$ cat src/sv/csvop_pkg.sv
`timescale 1ns / 1ps
`default_nettype none
package csvop_pkg;

  typedef enum logic [3:0] {
    PH_TYPE      = 4'd0,
    PH_COMMA1    = 4'd1,
    PH_LOCATE    = 4'd2,
    PH_TRACK     = 4'd3,
    PH_STAMP     = 4'd4,
    PH_REF       = 4'd5,
    PH_NEWREF    = 4'd6,
    PH_SIDE      = 4'd7,
    PH_SIDECOMMA = 4'd8,
    PH_SHARES    = 4'd9,
    PH_PRICE     = 4'd10,
    PH_SYMBOL    = 4'd11,
    PH_ATTR      = 4'd12,
    PH_TRAIL     = 4'd13
  } phase_e;

  localparam logic [7:0] ChA     = 8'h41;
  localparam logic [7:0] ChS     = 8'h53;
  localparam logic [7:0] ChF     = 8'h46;
  localparam logic [7:0] ChX     = 8'h58;
  localparam logic [7:0] ChD     = 8'h44;
  localparam logic [7:0] ChU     = 8'h55;
  localparam logic [7:0] ChB     = 8'h42;
  localparam logic [7:0] ChO     = 8'h4F;
  localparam logic [7:0] ChQ     = 8'h51;
  localparam logic [7:0] ChM     = 8'h4D;
  localparam logic [7:0] ChE     = 8'h45;
  localparam logic [7:0] ChC     = 8'h43;
  localparam logic [7:0] ChComma = 8'h2C;
  localparam logic [7:0] Ch0     = 8'h30;
  localparam logic [7:0] Ch9     = 8'h39;

  typedef struct packed {
    logic [7:0] char_in;
    logic       is_last;
    logic       empty_line;
  } in_t;

  typedef struct packed {
    logic        ok;
    logic [7:0]  msg_type;
    logic [15:0] stock_locate;
    logic [15:0] track_number;
    logic [47:0] time_stamp;
    logic [63:0] order_ref;
    logic [63:0] new_order_ref;
    logic [7:0]  side_or_event;
    logic [31:0] share_count;
    logic [31:0] price_value;
    logic [63:0] symbol_chars;
    logic [31:0] attribution_chars;
  } out_t;

endpackage
`default_nettype wire

$ cat src/sv/csv_order_message_parser_top.sv
// Order-message line parser. One character is taken per transfer and one
// result is produced per line, on the transfer marked is_last. An item is
// taken every cycle unless a waiting result is held by out_stall_i; the
// result appears in the cycle after the last character, in an output register,
// while the next line can already stream in. The cycle is set by the
// per-character step: a 64-bit multiply-by-ten add and an overflow compare.
// Rejected lines give ok=0 with every field zero.
`timescale 1ns / 1ps
`default_nettype none
module csv_order_message_parser_top (
  input  wire logic             clk_i,
  input  wire logic             rst_ni,
  input  wire logic             in_valid_i,
  output logic                  in_stall_o,
  input  wire csvop_pkg::in_t   in_data_i,
  output logic                  out_valid_o,
  input  wire logic             out_stall_i,
  output csvop_pkg::out_t       out_data_o
);

  csvop_pkg::phase_e ph_q, ph_d;
  logic [63:0] acc_q, acc_d;
  logic        err_q, err_d;
  logic [3:0]  pos_q, pos_d;
  logic [7:0]  typ_q, typ_d, side_q, side_d;
  logic [15:0] loc_q, loc_d, trk_q, trk_d;
  logic [47:0] stp_q, stp_d;
  logic [63:0] ref_q, ref_d, nref_q, nref_d, sym_q, sym_d;
  logic [31:0] shr_q, shr_d, prc_q, prc_d, attr_q, attr_d;
  logic        ovalid_q;
  csvop_pkg::out_t odata_q, res;

  logic        take;
  logic [7:0]  c;
  logic        is_comma, is_digit, t_af, t_sdx, side_ok;
  logic [3:0]  dig;
  logic [67:0] prod;
  logic [63:0] mx;
  logic        acc_ok;

  assign in_stall_o  = ovalid_q & out_stall_i;
  assign take        = in_valid_i & ~in_stall_o;
  assign out_valid_o = ovalid_q;
  assign out_data_o  = odata_q;

  assign c        = in_data_i.char_in;
  assign is_comma = (c == csvop_pkg::ChComma);
  assign is_digit = (c >= csvop_pkg::Ch0) && (c <= csvop_pkg::Ch9);
  assign dig      = 4'(c - csvop_pkg::Ch0);
  assign prod     = {4'd0, acc_q} * 68'd10 + {64'd0, dig};
  assign t_af     = (typ_q == csvop_pkg::ChA) || (typ_q == csvop_pkg::ChF);
  assign t_sdx    = (typ_q == csvop_pkg::ChS) || (typ_q == csvop_pkg::ChD) ||
                    (typ_q == csvop_pkg::ChX);

  always_comb begin
    case (ph_q)
      csvop_pkg::PH_LOCATE, csvop_pkg::PH_TRACK: mx = 64'hFFFF;
      csvop_pkg::PH_STAMP: mx = 64'hFFFF_FFFF_FFFF;
      csvop_pkg::PH_SHARES, csvop_pkg::PH_PRICE: mx = 64'hFFFF_FFFF;
      default: mx = '1;
    endcase
  end
  assign acc_ok = (prod[67:64] == 4'd0) && (prod[63:0] <= mx);

  always_comb begin
    if (t_af) side_ok = (c == csvop_pkg::ChB) || (c == csvop_pkg::ChS);
    else if (typ_q == csvop_pkg::ChS)
      side_ok = (c == csvop_pkg::ChO) || (c == csvop_pkg::ChS) ||
                (c == csvop_pkg::ChQ) || (c == csvop_pkg::ChM) ||
                (c == csvop_pkg::ChE) || (c == csvop_pkg::ChC);
    else side_ok = 1'b0;
  end

  always_comb begin
    ph_d = ph_q; acc_d = acc_q; err_d = err_q; pos_d = pos_q;
    typ_d = typ_q; side_d = side_q; loc_d = loc_q; trk_d = trk_q;
    stp_d = stp_q; ref_d = ref_q; nref_d = nref_q; sym_d = sym_q;
    shr_d = shr_q; prc_d = prc_q; attr_d = attr_q;
    if (!in_data_i.empty_line && !err_q) begin
      case (ph_q)
        csvop_pkg::PH_TYPE: begin
          if ((c == csvop_pkg::ChA) || (c == csvop_pkg::ChS) ||
              (c == csvop_pkg::ChF) || (c == csvop_pkg::ChX) ||
              (c == csvop_pkg::ChD) || (c == csvop_pkg::ChU)) begin
            typ_d = c; ph_d = csvop_pkg::PH_COMMA1;
          end else err_d = 1'b1;
        end
        csvop_pkg::PH_COMMA1: begin
          if (is_comma) ph_d = csvop_pkg::PH_LOCATE; else err_d = 1'b1;
        end
        csvop_pkg::PH_LOCATE, csvop_pkg::PH_TRACK, csvop_pkg::PH_STAMP,
        csvop_pkg::PH_REF, csvop_pkg::PH_NEWREF, csvop_pkg::PH_SHARES,
        csvop_pkg::PH_PRICE: begin
          if (is_comma) begin
            case (ph_q)
              csvop_pkg::PH_LOCATE: loc_d = acc_q[15:0];
              csvop_pkg::PH_TRACK:  trk_d = acc_q[15:0];
              csvop_pkg::PH_STAMP:  stp_d = acc_q[47:0];
              csvop_pkg::PH_REF: begin
                if (typ_q == csvop_pkg::ChS && acc_q != '0) err_d = 1'b1;
                ref_d = acc_q;
              end
              csvop_pkg::PH_NEWREF: begin
                if (typ_q != csvop_pkg::ChU && acc_q != '0) err_d = 1'b1;
                nref_d = acc_q;
              end
              csvop_pkg::PH_SHARES: begin
                if ((typ_q == csvop_pkg::ChS || typ_q == csvop_pkg::ChD) &&
                    acc_q != '0) err_d = 1'b1;
                shr_d = acc_q[31:0];
              end
              default: begin
                if (t_sdx && acc_q != '0) err_d = 1'b1;
                prc_d = acc_q[31:0];
              end
            endcase
            acc_d = '0;
            ph_d  = csvop_pkg::phase_e'(ph_q + 4'd1);
          end else if (is_digit) begin
            if (acc_ok) acc_d = prod[63:0]; else err_d = 1'b1;
          end else err_d = 1'b1;
        end
        csvop_pkg::PH_SIDE: begin
          if (is_comma) begin
            if (t_af || typ_q == csvop_pkg::ChS) err_d = 1'b1;
            ph_d = csvop_pkg::PH_SHARES;
          end else begin
            if (!side_ok) err_d = 1'b1;
            side_d = c;
            ph_d = csvop_pkg::PH_SIDECOMMA;
          end
        end
        csvop_pkg::PH_SIDECOMMA: begin
          if (is_comma) ph_d = csvop_pkg::PH_SHARES; else err_d = 1'b1;
        end
        csvop_pkg::PH_SYMBOL: begin
          if (t_af) begin
            if (pos_q < 4'd8) begin
              if (is_comma) err_d = 1'b1;
              else begin
                sym_d = {sym_q[55:0], c}; pos_d = pos_q + 4'd1;
              end
            end else if (is_comma) begin
              pos_d = '0; ph_d = csvop_pkg::PH_ATTR;
            end else err_d = 1'b1;
          end else if (is_comma) ph_d = csvop_pkg::PH_ATTR;
        end
        csvop_pkg::PH_ATTR: begin
          if (typ_q == csvop_pkg::ChF) begin
            if (pos_q < 4'd4) begin
              if (is_comma) err_d = 1'b1;
              else begin
                attr_d = {attr_q[23:0], c}; pos_d = pos_q + 4'd1;
              end
            end else if (is_comma) ph_d = csvop_pkg::PH_TRAIL;
            else err_d = 1'b1;
          end else if (is_comma) ph_d = csvop_pkg::PH_TRAIL;
        end
        default: if (!is_comma) err_d = 1'b1;
      endcase
    end
  end

  always_comb begin
    res = '0;
    res.ok = !err_d && ((ph_d == csvop_pkg::PH_TRAIL) ||
             ((ph_d == csvop_pkg::PH_ATTR) &&
              (typ_d != csvop_pkg::ChF || pos_d == 4'd4)));
    if (res.ok) begin
      res.msg_type = typ_d; res.stock_locate = loc_d; res.track_number = trk_d;
      res.time_stamp = stp_d; res.order_ref = ref_d; res.new_order_ref = nref_d;
      res.side_or_event = side_d; res.share_count = shr_d;
      res.price_value = prc_d; res.symbol_chars = sym_d;
      res.attribution_chars = attr_d;
    end
  end

  always_ff @(posedge clk_i or negedge rst_ni) begin
    if (!rst_ni) begin
      ph_q <= csvop_pkg::PH_TYPE; acc_q <= '0; err_q <= 1'b0; pos_q <= '0;
      typ_q <= '0; side_q <= '0; loc_q <= '0; trk_q <= '0; stp_q <= '0;
      ref_q <= '0; nref_q <= '0; sym_q <= '0; shr_q <= '0; prc_q <= '0;
      attr_q <= '0; ovalid_q <= 1'b0;
    end else begin
      if (take && in_data_i.is_last) ovalid_q <= 1'b1;
      else if (!out_stall_i) ovalid_q <= 1'b0;
      if (take) begin
        if (in_data_i.is_last) begin
          ph_q <= csvop_pkg::PH_TYPE; acc_q <= '0; err_q <= 1'b0; pos_q <= '0;
          typ_q <= '0; side_q <= '0; loc_q <= '0; trk_q <= '0; stp_q <= '0;
          ref_q <= '0; nref_q <= '0; sym_q <= '0; shr_q <= '0; prc_q <= '0;
          attr_q <= '0;
        end else begin
          ph_q <= ph_d; acc_q <= acc_d; err_q <= err_d; pos_q <= pos_d;
          typ_q <= typ_d; side_q <= side_d; loc_q <= loc_d; trk_q <= trk_d;
          stp_q <= stp_d; ref_q <= ref_d; nref_q <= nref_d; sym_q <= sym_d;
          shr_q <= shr_d; prc_q <= prc_d; attr_q <= attr_d;
        end
      end
    end
  end

  always_ff @(posedge clk_i) begin
    if (take && in_data_i.is_last) odata_q <= res;
  end

  property p_stall_holds;
    @(posedge clk_i) disable iff (!rst_ni)
      out_valid_o && out_stall_i |=> out_valid_o && $stable(out_data_o);
  endproperty
  a_stall_holds: assert property (p_stall_holds) else $error("result lost");

  property p_last_gives_result;
    @(posedge clk_i) disable iff (!rst_ni)
      take && in_data_i.is_last |=> out_valid_o;
  endproperty
  a_last_gives_result: assert property (p_last_gives_result)
    else $error("no result after last transfer");

  property p_reject_zero;
    @(posedge clk_i) disable iff (!rst_ni)
      out_valid_o && !out_data_o.ok |-> out_data_o.msg_type == '0;
  endproperty
  a_reject_zero: assert property (p_reject_zero) else $error("rejected not zero");

endmodule
`default_nettype wire
$ cat config.mk
export PLATFORM = sky130hd
export DESIGN_NAME = csv_order_message_parser_top
export DESIGN_NICKNAME = d
export VERILOG_FILES = /design/src/sv/csvop_pkg.sv /design/src/sv/csv_order_message_parser_top.sv
export SDC_FILE = /design/constraint.sdc
export NUM_CORES = 2
export LEC_CHECK = 0
export BUFFER_PORTS_ARGS = -buffer_cell sky130_fd_sc_hd__buf_2
export CORE_AREA = 4 4 305 277
export DETAILED_ROUTE_END_ITERATION = 12
export DIE_AREA = 0 0 309 281
export GPL_TIMING_DRIVEN = 0
export PLACE_DENSITY = 0.79
export SYNTH_ARGS = -nofsm -noshare
export SYNTH_HDL_FRONTEND = slang
export SYNTH_SLANG_ARGS = --single-unit
$ cat constraint.sdc
create_clock -name clk_i -period 9 [get_ports clk_i]
set_input_delay 0.9 -clock clk_i [delete_from_list [all_inputs] [get_ports clk_i]]
set_output_delay 0.9 -clock clk_i [all_outputs]
set_load 0.005 [all_outputs]
==> results.tsv <==
metric	value	unit
status	finished, final reports clean	
clockPowerShare	45.0	%
antenna_left	0	
clk_root_buffer_cell	clkbuf_16	
hold_viol	0	
finalCritPeriodShare	98.5	%
drc	0	
gp_congestion	1.02	
dp_worst_setup_slack	-1820	ps
worst-setup-path-type	reg -> reg	
slew_viol_final	0	
cts_tree	yes	
p_int	6240	uW
syn-instance-count	4042	
die_y	281	um
synth-edff-count	385	
worstSkewPairLatency	670	ps
endpoint_kind	flop	
combPwrFrac	3.9	%
leakagePower	0.0219	uW
clock_skew	34.1	ps
dieWidth	309	um
startpoint_type	flop	
worst-path-buf-inv	4	
final_nets	4758	
hpwl	109000	um
cts_hold_buf	0	
first_global_vias	35534	
hold_path.class	in -> async	
fmax	0.113	GHz
synth_top_cell_by_area	edfxtp_1	
register_area	23000	um2
slew_headroom	5.81	%
ios	401	
num-fill-cells	6417	
yosysUniqueCellTypes	91	
fin_crit	8870	ps
ir_drop	0.000150	V
die_area	86800	um2
htree_levels	3	
path_common_cell	nand3_1	
synth.most_common_cell	nand2_1	
cp_max_fo	10	
wl	150000	um
syn-num-nets	4241	
ys.flop_type	dfrtp_1	
worst_slack	135	ps
dpl.cell_count	5514	
grtUsageTotal	33.7	%
coreArea	81000	um2
fin_tns_setup	0	ps
synth_top_cell_area_share	26.5	%
grt_pass1_wl	222000	um
clockBufferDepth	3	
setup_viol	0	
ys_ff_latch	843	
p_per_area	159	nW/um2
drtPass1Iterations	6	
crit_family	simple AND/OR/NAND/NOR gates	
multiInputGateArea	19600	um2
grt_max_degree	116	
synthesis.area	43700	um2
async_flop_share	54.3	%
critPathSlowestCell	dfrtp_1	
arrival	9320	ps
avgSynthCellArea	10.8	um2
initialDrtViolationCount	4673	
total_power	8090	uW
ys_seq_area_share	52.7	%
switching_share	22.9	%
portBuffers	397	
vias	37094	
drv_cap	0	
finalNonFillerCells	5693	
synthTopCellsByCount	nand2_1 (485), dfrtp_1 (458), edfxtp_1 (385)	
placementRows	99	
synthToLayoutAreaGrowth	16.4	%
slowest_delay	570	ps
synth_area_leaders	edfxtp_1 (26%), dfrtp_1 (26%), a22o_1 (7.2%), ha_1 (5.2%), mux2i_1 (5.2%)	
seqPwrFrac	51.1	%
grt_overflow_total	0	
clk_pin_slew_worst_paths	70	ps
clock_sinks	843	
netSwitchingPower	1860	uW
start_util	53.9	%
wl_per_cell	26.3	um
critPathRequiredTime	9450	ps
antenna_found_initial	8	
vias_per_cell	6.52	
ys.warnings.count	0	
tightest_slew	1410	ps
drive_gt1_share	17.2	%
cts_buffers	83	
-- flip-flops by register name (all words and copies together), names as in the netlist --
register     flops
out_valid_o      1
side_q           8
stp_q           48
ph_q             4
prc_q           32
out_data_o     385
attr_q          32
trk_q           16
err_q            1
acc_q           64
pos_q            4
sym_q           64
ref_q           64
loc_q           16
typ_q            8
shr_q           32
nref_q          64
-- power groups by stage --
stage	combinational [uW]	clock (uW)	sequential, uW
floorplan	102	0	4230
global placement	288	0	4240
detailed placement	312	0	4210
CTS	313	3640	4140
global route	340	3810	4140
finish	315	3640	4140
-- final timing paths --
path | startpoint | to | slack [ps] | cells past startpoint
setup reg to reg | acc_q[15] | out_data_o[235] | 130 | 31
hold / removal | rst_ni | attr_q[19] | 110 | 1
max in group asynchronous | rst_ni | acc_q[30] | 7410 | 3
setup / recovery | acc_q[15] | out_data_o[235] | 130 | 31
hold reg to reg | side_q[7] | side_q[7] | 490 | 2
min in group clk_i | side_q[7] | side_q[7] | 490 | 2
-- placed cells by master, fill, tap and decap left out, types with 21 or more instances in the layout --
cell       netlist  final
nand2_1        485    485
dfrtp_1        458    444
buf_2           45    439
edfxtp_1       385    385
nor2_1         383    371
a22o_1         360    360
a21oi_1        260    241
clkbuf_1       219    233
mux2i_1        225    225
ha_1           183    183
o21ai_0        118    110
clkbuf_16        0     84
nand4_1         74     74
a32o_1          67     67
nor2b_1         61     61
a21o_1          60     60
nand3_1         58     57
xnor2_1         60     57
a21oi_2         35     51
nor3_1          47     44
buf_4           12     35
xor2_1          36     32
nor4_1          32     27
inv_1           26     25
o21ai_1         18     23
and2_1          21     21
-- through the flow --
stage	cell area, um2	hold slack (ps)	util (%)
2_1_floorplan	43700	442	-
3_3_place_gp	47000	457	58.0
3_5_place_dp	47300	469	58.4
4_1_cts	50400	93.5	62.2
5_1_grt	50800	106	62.7
6_report	50800	109	62.7
-- kinds of logic after synthesis --
kind of cell,after synthesis,share of synthesized area [%]
multiplexers,226,5.19
flip-flops,843,52.7
AND/OR/NAND/NOR,1270,13.3
buffers and inverters,340,3.47
XOR/XNOR,96,1.93
adder cells (fa/ha/maj),185,5.34
AO/OA/AOI/OAI,1082,18.1
-- metal layers --
metal,vias to the layer above,wire length (um),GRT usage (%)
li1,16064,-,-
met1,18397,59500,46.3
met2,2230,67400,52.1
met3,389,15800,7.87
met4,14,6950,13.6
met5,-,99,0
-- worst reg2reg max path: cells and delay by family, from the launching register on --
kind            cells  cell delay [ps]
compound gates      6             1890
xor+xnor            2              500
fa+ha+maj           3              910
buf+inv             4             1000
flops               1              570
simple gates       16             3810
-- timing repair --
| item | CTS | global route |
|---|---|---|
| endpoints found under the setup margin | 450 | 446 |
| pin swaps | 5 | 10 |
| cloned | 0 | 0 |
| setup buffers | 8 | 14 |
| gates resized for setup | 54 | 65 |
-- area by class of cell --
class	instances	share of cell area, %
sequential	843	45.4
multi-input combinational	2859	38.6
timing repair buffer	434	4.88
clock buffer	115	4.62
buffer	310	2.79
tap	1060	2.61
clock inverter	40	0.921
inverter	28	0.214
antenna	4	0.0197
Power figures use the tool's default switching activity.
